## src/hdl/aat_pkg.sv

```systemverilog
// ============================================================================
// aat_pkg
// Shared constants and types for the box affine transform pipeline.
// ============================================================================
package aat_pkg;

    localparam int COORD_WIDTH_DEF = 32;
    localparam int COEF_WIDTH_DEF  = 16;

    localparam int COEF_FRAC  = 12;
    localparam int OFS_W      = 32;
    localparam int ROW_W      = 48;
    localparam int CFG_DATA_W = 64;
    localparam int CFG_IDX_W  = 3;
    localparam int NUM_AXES   = 3;
    localparam int NUM_STAGES = 5;

    typedef enum logic [CFG_IDX_W-1:0] {
        REG_ROW_X,
        REG_ROW_Y,
        REG_ROW_Z,
        REG_OFS_XY,
        REG_OFS_Z
    } t_cfg_reg;

    typedef struct packed {
        logic [NUM_STAGES-1:0] en;
    } t_pipe_ctl;

endpackage

```

## src/hdl/aat_box_transform_top_placeholder.sv

```systemverilog
// ============================================================================
// aat_cfg_regs
// Configuration register file: three coefficient rows and the translation.
// ============================================================================
module aat_cfg_regs #(
    parameter int COEF_WIDTH = aat_pkg::COEF_WIDTH_DEF
) (
    input  logic                                i_clk,
    input  logic                                i_rst_n,
    input  logic                                i_cfg_we,
    input  logic [aat_pkg::CFG_IDX_W-1:0]       i_cfg_idx,
    input  logic [aat_pkg::CFG_DATA_W-1:0]      i_cfg_data,
    output logic [aat_pkg::ROW_W-1:0]           o_row [aat_pkg::NUM_AXES],
    output logic signed [aat_pkg::OFS_W-1:0]    o_ofs [aat_pkg::NUM_AXES]
);
    import aat_pkg::*;

    logic [ROW_W-1:0]      r_row [NUM_AXES];
    logic [2*OFS_W-1:0]    r_ofs_xy;
    logic [OFS_W-1:0]      r_ofs_z;

    always_ff @(posedge i_clk) begin
        if (!i_rst_n) begin
            for (int k = 0; k < NUM_AXES; k++) begin
                r_row[k] <= ROW_W'(1) << (COEF_FRAC + k * COEF_WIDTH);
            end
            r_ofs_xy <= '0;
            r_ofs_z  <= '0;
        end else if (i_cfg_we) begin
            case (i_cfg_idx)
                REG_ROW_X:  r_row[0] <= i_cfg_data[ROW_W-1:0];
                REG_ROW_Y:  r_row[1] <= i_cfg_data[ROW_W-1:0];
                REG_ROW_Z:  r_row[2] <= i_cfg_data[ROW_W-1:0];
                REG_OFS_XY: r_ofs_xy <= i_cfg_data[2*OFS_W-1:0];
                REG_OFS_Z:  r_ofs_z  <= i_cfg_data[OFS_W-1:0];
                default: ;
            endcase
        end
    end

    assign o_row    = r_row;
    assign o_ofs[0] = r_ofs_xy[OFS_W-1:0];
    assign o_ofs[1] = r_ofs_xy[2*OFS_W-1:OFS_W];
    assign o_ofs[2] = r_ofs_z;

endmodule
```

## config.mk

```make
export PLATFORM = sky130hd
export DESIGN_NAME = aat_cfg_regs
export DESIGN_NICKNAME = d
export VERILOG_FILES = /design/src/hdl/aat_pkg.sv /design/src/hdl/aat_box_transform_top_placeholder.sv
export SDC_FILE = /design/constraint.sdc
export NUM_CORES = 1
export LEC_CHECK = 0
export ABC_AREA = 1
export BUFFER_PORTS_ARGS = -buffer_cell sky130_fd_sc_hd__buf_2
export CAP_MARGIN = 20
export CORE_MARGIN = 3
export CORE_UTILIZATION = 40
export DETAILED_ROUTE_END_ITERATION = 6
export PLACE_DENSITY_LB_ADDON = 0.15
export SYNTH_ARGS = -nofsm -noshare
export SYNTH_HDL_FRONTEND = slang
export SYNTH_SLANG_ARGS = --single-unit
```

## constraint.sdc

```tcl
create_clock -name i_clk -period 1.2 [get_ports i_clk]
set_input_delay 0 -clock i_clk [delete_from_list [all_inputs] [get_ports i_clk]]
set_output_delay 0 -clock i_clk [all_outputs]
set_load 0.005 [all_outputs]
```

# Yosys cells after proc, flatten, opt, wreduce, memory -nomap -nowiden
# Cells that the tools add are included.
[totals]
reg_bits = 240
in_bits = 70
[op_classes]
eq_ne = 4
n_reduce_logical = 6
[op_table]
columns = ["op", "n"]
rows = [
  ["$reduce_and 2->1", 5],
  ["$eq 3x2->1 const B", 2],
  ["$eq 3x1->1 const B", 1],
  ["$eq 3x3->1 const B", 1],
  ["$logic_not 3->1", 1],
]

# Longest topological paths before layout
# Gate-level depths: netlist of run 1.
[logic_depth]
ltp_word = 2
mapped_depth = 7

# Worst setup path before layout of run 1
# Ideal clock, no wire load.
[synth_path]
kind = "input to register"
from = "in i_rst_n"
to = "reg r_ofs_xy[10]"
arrival_ns = 0.781
path_slack_ns = 0.355
path_stages = 5
path_buffers = 3
cell_sequence = "buf_2 > clkbuf_1 > clkbuf_1 > nand2_1 > nor2_1"
[synth_rtl]
columns = ["element", "line", "rtl"]
rows = [
  ["start: declaration", "aat_box_transform_top_placeholder.sv:9", "input logic i_rst_n,"],
  ["end signal: assignment", "aat_box_transform_top_placeholder.sv:34", "REG_OFS_XY: r_ofs_xy <= i_cfg_data[2*OFS_W-1:0];"],
  ["end: declaration", "aat_box_transform_top_placeholder.sv:19", "logic [2*OFS_W-1:0] r_ofs_xy;"],
]

==> impl_metrics.env, run 1 <==
export IMPL_hold_viol=0
export IMPL_antenna_cells=0
export IMPL_fp_coreArea_mm2=0.0235
export IMPL_drc=0
export IMPL_cts_tree="yes"
export IMPL_layout_nets=1804
export IMPL_synth_top_area_share_pct=50.0
export IMPL_hold_path_class="in2reg"
export IMPL_overflow=0
export IMPL_crit_buf_inv=4
export IMPL_grt_pass1_vias=9074
export IMPL_die_area_mm2=0.0259
export IMPL_clk_pin_slew_ns=0.06
export IMPL_firstDrtPassIters=5
export IMPL_fin_setup_tns_ns=0
export IMPL_dp_hpwl_um=20900
export IMPL_skew_ns=0
export IMPL_numCtsBuffers=26
export IMPL_post_cts_buffers=0
export IMPL_yosysUniqueCellTypes=14
export IMPL_synth_cells=1385
export IMPL_initial_core_util_pct=40.8
export IMPL_insertion_delay_ns=0.51
export IMPL_setup_violations=0
export IMPL_drtIter0Drc=569
export IMPL_avgSynthCellArea_um2=6.94
export IMPL_cts_buffer_depth=3
export IMPL_grt_pass1_wl_um=49800
export IMPL_die_x_um=161
export IMPL_slew_violations=0
export IMPL_nFillCells=2300
export IMPL_cp_common_cell="dlygate4sd3_1"
export IMPL_num_rows=56
export IMPL_status="complete, no violations"
export IMPL_antenna_found_initial=0
export IMPL_netlist_top_cells_area="dfxtp_1 50%, nor2_1 19%, nand3_1 12%"
export IMPL_yosys_register_bits=240
export IMPL_vias=9785
export IMPL_ant_nets=0
export IMPL_htreeDepth=1
export IMPL_avgRoutedWirePerCell_um=15.4
export IMPL_ys_seq_area_share_pct=50.0
export IMPL_powerDensity_mw_per_mm2=1420
export IMPL_synth_top_area_cell="dfxtp_1"
export IMPL_slowest_delay_ns=0.56
export IMPL_die_h_um=161
export IMPL_grt_use_total_pct=23.5
export IMPL_ir_drop_v=0.00114
export IMPL_period_share_pct=92.9
export IMPL_fmax_mhz=897
export IMPL_globalRoute_busiestLayer="met2"
export IMPL_gp_congestion=0.825
export IMPL_wirelength_um=31900
export IMPL_tightest_slew_ns=0.305
export IMPL_worstSetupPathType="in2reg"
export IMPL_netlist_area_mm2=0.00961
export IMPL_ctsResizeCount=0
export IMPL_port_buffers=309
export IMPL_drive_gt1_share_pct=23.5
export IMPL_syn_nets=1455
export IMPL_worstPathArrival_ns=1.54
export IMPL_final_util_pct=56.6
export IMPL_grt_use_met2_pct=39.8
export IMPL_grt_setup_unrepaired="no"
export IMPL_max_cap_viol_count=0
export IMPL_power_leakage_nw=6.61
export IMPL_grt_use_met3_pct=5.98
export IMPL_crit_fanout=4
export IMPL_use_met1_pct=29.9
export IMPL_syn_to_final_growth_pct=38.6
export IMPL_period_minus_slack_ns=1.11
export IMPL_end_kind="register"
export IMPL_grt_max_degree=60
export IMPL_final_cell_mix="474 x nor2_1, 308 x buf_2, 250 x nand2_1"
export IMPL_worst_setup_path_start_kind="primary input"
export IMPL_power_mw=18.9
export IMPL_ios=310
export IMPL_critical_path_top_delay_family="buffers and inverters"
export IMPL_critPathRequiredTime_ns=1.63
export IMPL_routed_via_density=4.72
export IMPL_cp_slowest_cell="dlygate4sd3_1"
export IMPL_yosysWarnings=0
export IMPL_slew_headroom_pct=79.7
export IMPL_cts_sinks=240
export IMPL_path_cells="dlygate4sd3_1 -> buf_2 -> inv_1 -> nand3_1 -> nand2_1 -> dlygate4sd3_1 -> nor2_1"
export IMPL_mostFrequentLayoutCell="nor2_1"
export IMPL_cts_root_buf="clkbuf_16"
## worst reg2reg max path, delay by kind of cell (launching register included)
kind	cells	cell delay [ns]
buffers and inverters	1	0.57
DFF	1	0.31
and+or+nand+nor	2	0.12
## routing by layer
layer  vias to the layer above  wire (um)
li1                       4965          -
met1                      4442      13600
met2                       324      14900
met3                        54       2360
met4                         0        929
met5                         -          0
## stage by stage
| stage | std cells | setup slack (ns) | instance area [um^2] | hold slack (ns) |
|---|---|---|---|---|
| CTS | 2073 | 0.102 | 13300 | 0.00264 |
| detailed placement | 1956 | 0.115 | 11700 | 0.224 |
| floorplan | 1385 | 0.355 | 9610 | 0.113 |
| global route | 2073 | 0.00826 | 13300 | 0.0479 |
| finish | 2073 | 0.0856 | 13300 | 0.0161 |
| global placement | 1956 | 0.147 | 11700 | 0.224 |
## cell usage after synthesis
master      n
nor2_4      2
nor2_1    474
nand3_1   240
inv_1      65
buf_6       6
dfxtp_1   240
buf_2      46
inv_2       5
nor2_2      7
buf_4      19
clkbuf_1   24
buf_1       5
nand2_1   250
nand2_2     2
## cells by family (layout without fill, tap and decap cells)
family	count (synthesis)	after routing	synth area share [%]
buffers and inverters	170	539	8.45
flip-flops	240	240	50.0
AND/OR/NAND/NOR	975	975	41.6
## path summary, 6_finish.rpt
kind,startpoint,to,slack [ns],depth (start not counted)
max,i_cfg_data[42],o_row[138]$_SDFFE_PN0P_,0.09,7
min,i_cfg_idx[0],r_ofs_z[19]$_SDFFE_PN0P_,0.02,5
max reg2reg,o_row[76]$_SDFFE_PN1P_,o_row[76]$_SDFFE_PN1P_,0.09,3
min reg2reg,o_row[128]$_SDFFE_PN0P_,o_row[128]$_SDFFE_PN0P_,0.48,2
## sequential cells by signal, summed over array words and instances (netlist names)
register and flops:
r_ofs_xy 64, r_ofs_z 32, o_row 144
## report_power, final
part           total (mW)  switching, mW  internal, mW  leakage [nW]
logic                2.14           1.22         0.920          4.20
registers            8.40          0.152          8.25          1.95
clock network        8.36           3.22          5.14         0.457
## final cells by class
cell class	instances	area, um^2	area share, %
multi-input cells	975	4030	30.3
well taps	319	399	2.99
clock inverters	7	85.1	0.638
inverters	70	263	1.97
flip-flops and latches	240	4800	36.0
clock buffers	41	828	6.21
repair buffers	421	2920	21.9
## what timing repair did
item | 4_1_cts | 5_1_grt
hold buffers | 69 | 0
setup endpoints to repair | 0 | 0
hold endpoints to repair | 240 | 0
(Power assumes the default switching activity.)
==> run 2, diff against run 1 <==
- CORE_UTILIZATION: 40 -> 46
- clock period: 1.2 -> 0.9 ns (I/O delays scaled with it)
==> impl_metrics.env, run 2 (synthesis results as in run 1) <==
export IMPL_max_cap_viol_count=0
export IMPL_skew_ns=0
export IMPL_slowest_delay_ns=0.35
export IMPL_slew_violations=0
export IMPL_tightest_slew_ns=0.268
export IMPL_switching_share_pct=24.3
export IMPL_port_buffers=309
export IMPL_failed_checks="setup timing"
export IMPL_largest_register_ffs=144
export IMPL_dpl_cell_area_mm2=0.0117
export IMPL_whs_ns=0.0595
export IMPL_avgRoutedWirePerCell_um=15.5
export IMPL_grt_use_met2_pct=43.4
export IMPL_worst_setup_path_start_kind="register"
export IMPL_drive_gt1_share_pct=37.6
export IMPL_end_kind="output pin"
export IMPL_cts_tree="yes"
export IMPL_layout_nets=1820
export IMPL_die_area_mm2=0.0227
export IMPL_ir_drop_v=0.00170
export IMPL_die_x_um=151
export IMPL_cts_root_buf="clkbuf_16"
export IMPL_grt_setup_unrepaired="yes"
export IMPL_hold_path_class="in2reg"
export IMPL_status="finished with violations"
export IMPL_die_h_um=151
export IMPL_powerDensity_mw_per_mm2=1720
export IMPL_vias=10100
export IMPL_drtIter0Drc=431
export IMPL_numCtsBuffers=26
export IMPL_period_minus_slack_ns=0.978
export IMPL_antenna_cells=0
export IMPL_p_switching_mw=6.05
export IMPL_overflow=0
export IMPL_slew_headroom_pct=82.1
export IMPL_mostFrequentLayoutCell="nor2_1"
export IMPL_fmax_mhz=1020
export IMPL_drc=0
export IMPL_combPwrFrac_pct=12.7
export IMPL_grt_pass1_wl_um=48000
export IMPL_num_rows=52
export IMPL_fin_setup_tns_ns=-11.22
export IMPL_initial_core_util_pct=47.2
export IMPL_clk_pin_slew_ns=0.06
export IMPL_critical_path_top_delay_family="flip-flops"
export IMPL_insertion_delay_ns=0.51
export IMPL_worst_slack_ns=-0.0782
export IMPL_firstDrtPassIters=5
export IMPL_final_cell_mix="474 x nor2_1, 250 x nand2_1, 240 x nand3_1, 240 x dfxtp_2, 164 x buf_2"
export IMPL_ios=310
export IMPL_critPathRequiredTime_ns=0.90
export IMPL_grt_use_total_pct=26.0
export IMPL_wirelength_um=31500
export IMPL_htreeDepth=1
export IMPL_cts_buffer_depth=3
export IMPL_cp_slowest_cell="dfxtp_2"
export IMPL_crit_buf_inv=1
export IMPL_ant_nets=0
export IMPL_grt_use_met3_pct=6.89
export IMPL_routed_via_density=4.96
export IMPL_use_met1_pct=32.8
export IMPL_p_clk_share_pct=41.9
export IMPL_worstPathArrival_ns=0.98
export IMPL_gp_congestion=0.841
export IMPL_syn_to_final_growth_pct=51.1
export IMPL_grt_max_degree=54
export IMPL_fp_coreArea_mm2=0.0204
export IMPL_power_frac_seq_pct=45.4
export IMPL_cts_sinks=240
export IMPL_dp_hpwl_um=20000
export IMPL_globalRoute_busiestLayer="met2"
export IMPL_hold_viol=0
export IMPL_p_int_mw=18.9
export IMPL_path_cells="buf_2"
export IMPL_antenna_found_initial=0
export IMPL_setup_violations=240
export IMPL_power_leakage_nw=6.89
export IMPL_final_util_pct=71.3
export IMPL_fin_area_mm2=0.0145
export IMPL_grt_pass1_vias=9221
export IMPL_period_share_pct=109
export IMPL_crit_fanout=2
export IMPL_worstSetupPathType="reg2out"
## run 2: worst paths after layout
kind | from | cells past startpoint | endpoint | slack, ns
setup reg to reg | o_row[107]$_SDFFE_PN0P_ | 4 | o_row[107]$_SDFFE_PN0P_ | 0.09
hold reg to reg | r_ofs_xy[41]$_SDFFE_PN0P_ | 2 | r_ofs_xy[41]$_SDFFE_PN0P_ | 0.47
setup / recovery | o_row[133]$_SDFFE_PN0P_ | 1 | o_row[133] | -0.08
hold / removal | i_cfg_idx[2] | 6 | o_row[50]$_SDFFE_PN0P_ | 0.06
## run 2: layout make-up
cell class                      count  area [um^2]
Fill cell                        1623         5840
Sequential cell                   240         5100
Multi-Input combinational cell    975         4030
Timing Repair Buffer              437         3950
Clock buffer                       40          754
Tap cell                          270          338
Inverter                           70          263
Clock inverter                      6         80.1
## run 2: routing by layer
| layer | up-vias | part of all wire, % |
|---|---|---|
| li1 | 5002 | - |
| met1 | 4654 | 40 |
| met2 | 388 | 48 |
| met3 | 63 | 8.8 |
| met4 | 0 | 3.0 |
| met5 | - | 0 |
## run 2: worst reg2reg max path: stages, from the launching register on
cell     delay, ns
dfxtp_2       0.33
buf_4         0.13
buf_4         0.12
nor2_1        0.09
nor2_1        0.05
## run 2: power by group through the flow
stage,Combinational (mW),Sequential (mW),Clock [mW]
after floorplan,1.43,11.4,0
after global placement,2.58,11.4,0
after detailed placement,2.61,11.4,0
after CTS,2.98,11.3,10.6
after global routing,3.50,11.4,11.1
final,3.17,11.3,10.5
## run 2: metrics by stage
stage | setup slack (ns) | std cells | power, mW
after CTS | -0.0897 | 2032 | 24.9
final | -0.0782 | 2038 | 24.9
after floorplan | 0.0549 | 1385 | 12.9
after global placement | -0.124 | 1912 | 14.0
after global routing | -0.105 | 2038 | 25.9
after detailed placement | -0.148 | 1912 | 14.0
## run 2: repair_timing
| action | in CTS | in global routing |
|---|---|---|
| hold buffers | 65 | 0 |
| gates resized for setup | 309 | 81 |
| cloned | 0 | 1 |
| setup endpoints to repair | 240 | 243 |
| setup buffers | 9 | 5 |
| endpoints found under the hold margin | 240 | 0 |
==> run 3, diff against run 2 <==
- SETUP_SLACK_MARGIN: default -> 0.02
==> impl_metrics.env, run 3 (synthesis results as in run 1) <==
export IMPL_fp_coreArea_mm2=0.0204
export IMPL_p_switching_mw=6.03
export IMPL_htreeDepth=1
export IMPL_final_cell_mix="474 x nor2_1, 250 x nand2_1, 240 x nand3_1, 240 x dfxtp_2, 164 x buf_2"
export IMPL_worst_setup_path_start_kind="register"
export IMPL_cts_sinks=240
export IMPL_ir_drop_v=0.00170
export IMPL_dp_hpwl_um=20000
export IMPL_cts_tree="yes"
export IMPL_critPathRequiredTime_ns=0.90
export IMPL_grt_pass1_wl_um=48000
export IMPL_drive_gt1_share_pct=37.6
export IMPL_cts_buffer_depth=3
export IMPL_largest_register_ffs=144
export IMPL_grt_use_total_pct=26.0
export IMPL_r2r_end="o_row[107]$_SDFFE_PN0P_"
export IMPL_worstPathArrival_ns=0.98
export IMPL_die_h_um=151
export IMPL_final_util_pct=71.3
export IMPL_hold_path_end="o_row[50]$_SDFFE_PN0P_"
export IMPL_avgRoutedWirePerCell_um=15.5
export IMPL_min_from="i_cfg_idx[2]"
export IMPL_ios=310
export IMPL_power_frac_seq_pct=45.4
export IMPL_status="finished with violations"
export IMPL_antenna_found_initial=0
export IMPL_worst_slack_ns=-0.0775
export IMPL_antenna_cells=0
export IMPL_p_clk_share_pct=41.8
export IMPL_grt_max_degree=54
export IMPL_grt_setup_unrepaired="yes"
export IMPL_p_int_mw=18.9
export IMPL_multi_input_comb_area_mm2=0.00403
export IMPL_period_minus_slack_ns=0.978
export IMPL_cts_root_buf="clkbuf_16"
export IMPL_rr_startpoint="o_row[107]$_SDFFE_PN0P_"
export IMPL_switching_share_pct=24.2
export IMPL_numCtsBuffers=26
export IMPL_clk_pin_slew_ns=0.06
export IMPL_hold_path_class="in2reg"
export IMPL_slowest_delay_ns=0.35
export IMPL_cp_slowest_cell="dfxtp_2"
export IMPL_area_sequential_mm2=0.00510
export IMPL_powerDensity_mw_per_mm2=1720
export IMPL_vias=10100
export IMPL_drtIter0Drc=412
export IMPL_fmax_mhz=1020
export IMPL_mostFrequentLayoutCell="nor2_1"
export IMPL_skew_ns=0
export IMPL_initial_core_util_pct=47.2
export IMPL_slew_headroom_pct=82.3
export IMPL_firstDrtPassIters=5
export IMPL_nFillCells=1623
export IMPL_insertion_delay_ns=0.51
export IMPL_port_buffers=309
export IMPL_power_leakage_nw=6.89
export IMPL_crit_fanout=2
export IMPL_routed_via_density=4.96
export IMPL_fin_setup_tns_ns=-11.10
export IMPL_whs_path_depth=6
export IMPL_reg2reg_slack_ns=0.09
export IMPL_gp_congestion=0.841
export IMPL_num_rows=52
export IMPL_slew_violations=0
export IMPL_wirelength_um=31600
export IMPL_end_kind="output pin"
export IMPL_worstSetupPathType="reg2out"
export IMPL_syn_to_final_growth_pct=51.1
export IMPL_overflow=0
export IMPL_hold_viol=0
export IMPL_crit_buf_inv=1
export IMPL_combPwrFrac_pct=12.7
export IMPL_period_share_pct=109
export IMPL_ant_nets=0
export IMPL_r2r_cells=4
export IMPL_path_cells="buf_2"
export IMPL_die_x_um=151
export IMPL_layout_nets=1820
export IMPL_grt_pass1_vias=9221
export IMPL_failed_checks="setup timing"
export IMPL_critical_path_top_delay_family="flip-flops"
export IMPL_setup_violations=240
export IMPL_die_area_mm2=0.0227
export IMPL_tightest_slew_ns=0.265
export IMPL_drc=0
export IMPL_max_cap_viol_count=0
-- run 3: changes by cell type in the layout (fill, tap and decap cells not counted) --
cell and change:
buf_12 +1, buf_8 -1
-- run 3: how the worst max path moves through the flow --
stage	endpoint	cells after the start	startpoint	slack [ns]
after floorplan	r_ofs_xy[10]$_SDFFE_PN0P_	5	i_rst_n	0.05
after global placement	o_row[26]$_SDFFE_PN0P_	7	i_cfg_idx[2]	-0.12
after detailed placement	o_row[96]$_SDFFE_PN0P_	7	i_cfg_idx[1]	-0.15
after CTS	o_row[133]	1	o_row[133]$_SDFFE_PN0P_	-0.09
after global routing	o_row[133]	1	o_row[133]$_SDFFE_PN0P_	-0.10
final	o_row[133]	1	o_row[133]$_SDFFE_PN0P_	-0.08
-- run 3: routing by layer --
layer	vias to the layer above	global-route usage (%)	part of all wire [%]	wire length, um
met5	-	0	0	0
met1	4637	32.8	40	12600
li1	5000	-	-	-
met3	68	6.89	9.0	2860
met4	0	8.70	3.2	1010
met2	411	43.4	48	15200
-- run 3: through the flow --
step / hold slack [ns] / power (mW) / setup WS (ns) / cells / area [um^2]
floorplan: 0.113 / 12.9 / 0.0549 / 1385 / 9610
global placement: 0.242 / 14.0 / -0.124 / 1912 / 11700
detailed placement: 0.245 / 14.0 / -0.148 / 1912 / 11700
CTS: 0.0481 / 24.9 / -0.0897 / 2032 / 14000
global route: 0.0896 / 25.9 / -0.105 / 2038 / 14500
finish: 0.0605 / 24.9 / -0.0775 / 2038 / 14500
-- run 3: timing repair --
action                     4_1_cts  5_1_grt
resized for setup              309       82
setup endpoints to repair      240      248
hold endpoints to repair       240        0
hold buffers                    65        0
setup buffers                    9        5
cloned                           0        1
-- run 3: final cells by class --
class / count / area share [%]
inverters: 70 / 1.81
clock inverters: 6 / 0.551
repair buffers: 437 / 27.2
clock buffers: 40 / 5.19
flip-flops and latches: 240 / 35.1
well taps: 270 / 2.33
multi-input cells: 975 / 27.8
-- run 3: power by group through the flow --
stage	combinational (mW)	clock, mW	sequential, mW
final	3.17	10.4	11.3
after global routing	3.50	11.1	11.4
after CTS	2.98	10.6	11.3
after detailed placement	2.61	0	11.4
after global placement	2.58	0	11.4
after floorplan	1.43	0	11.4
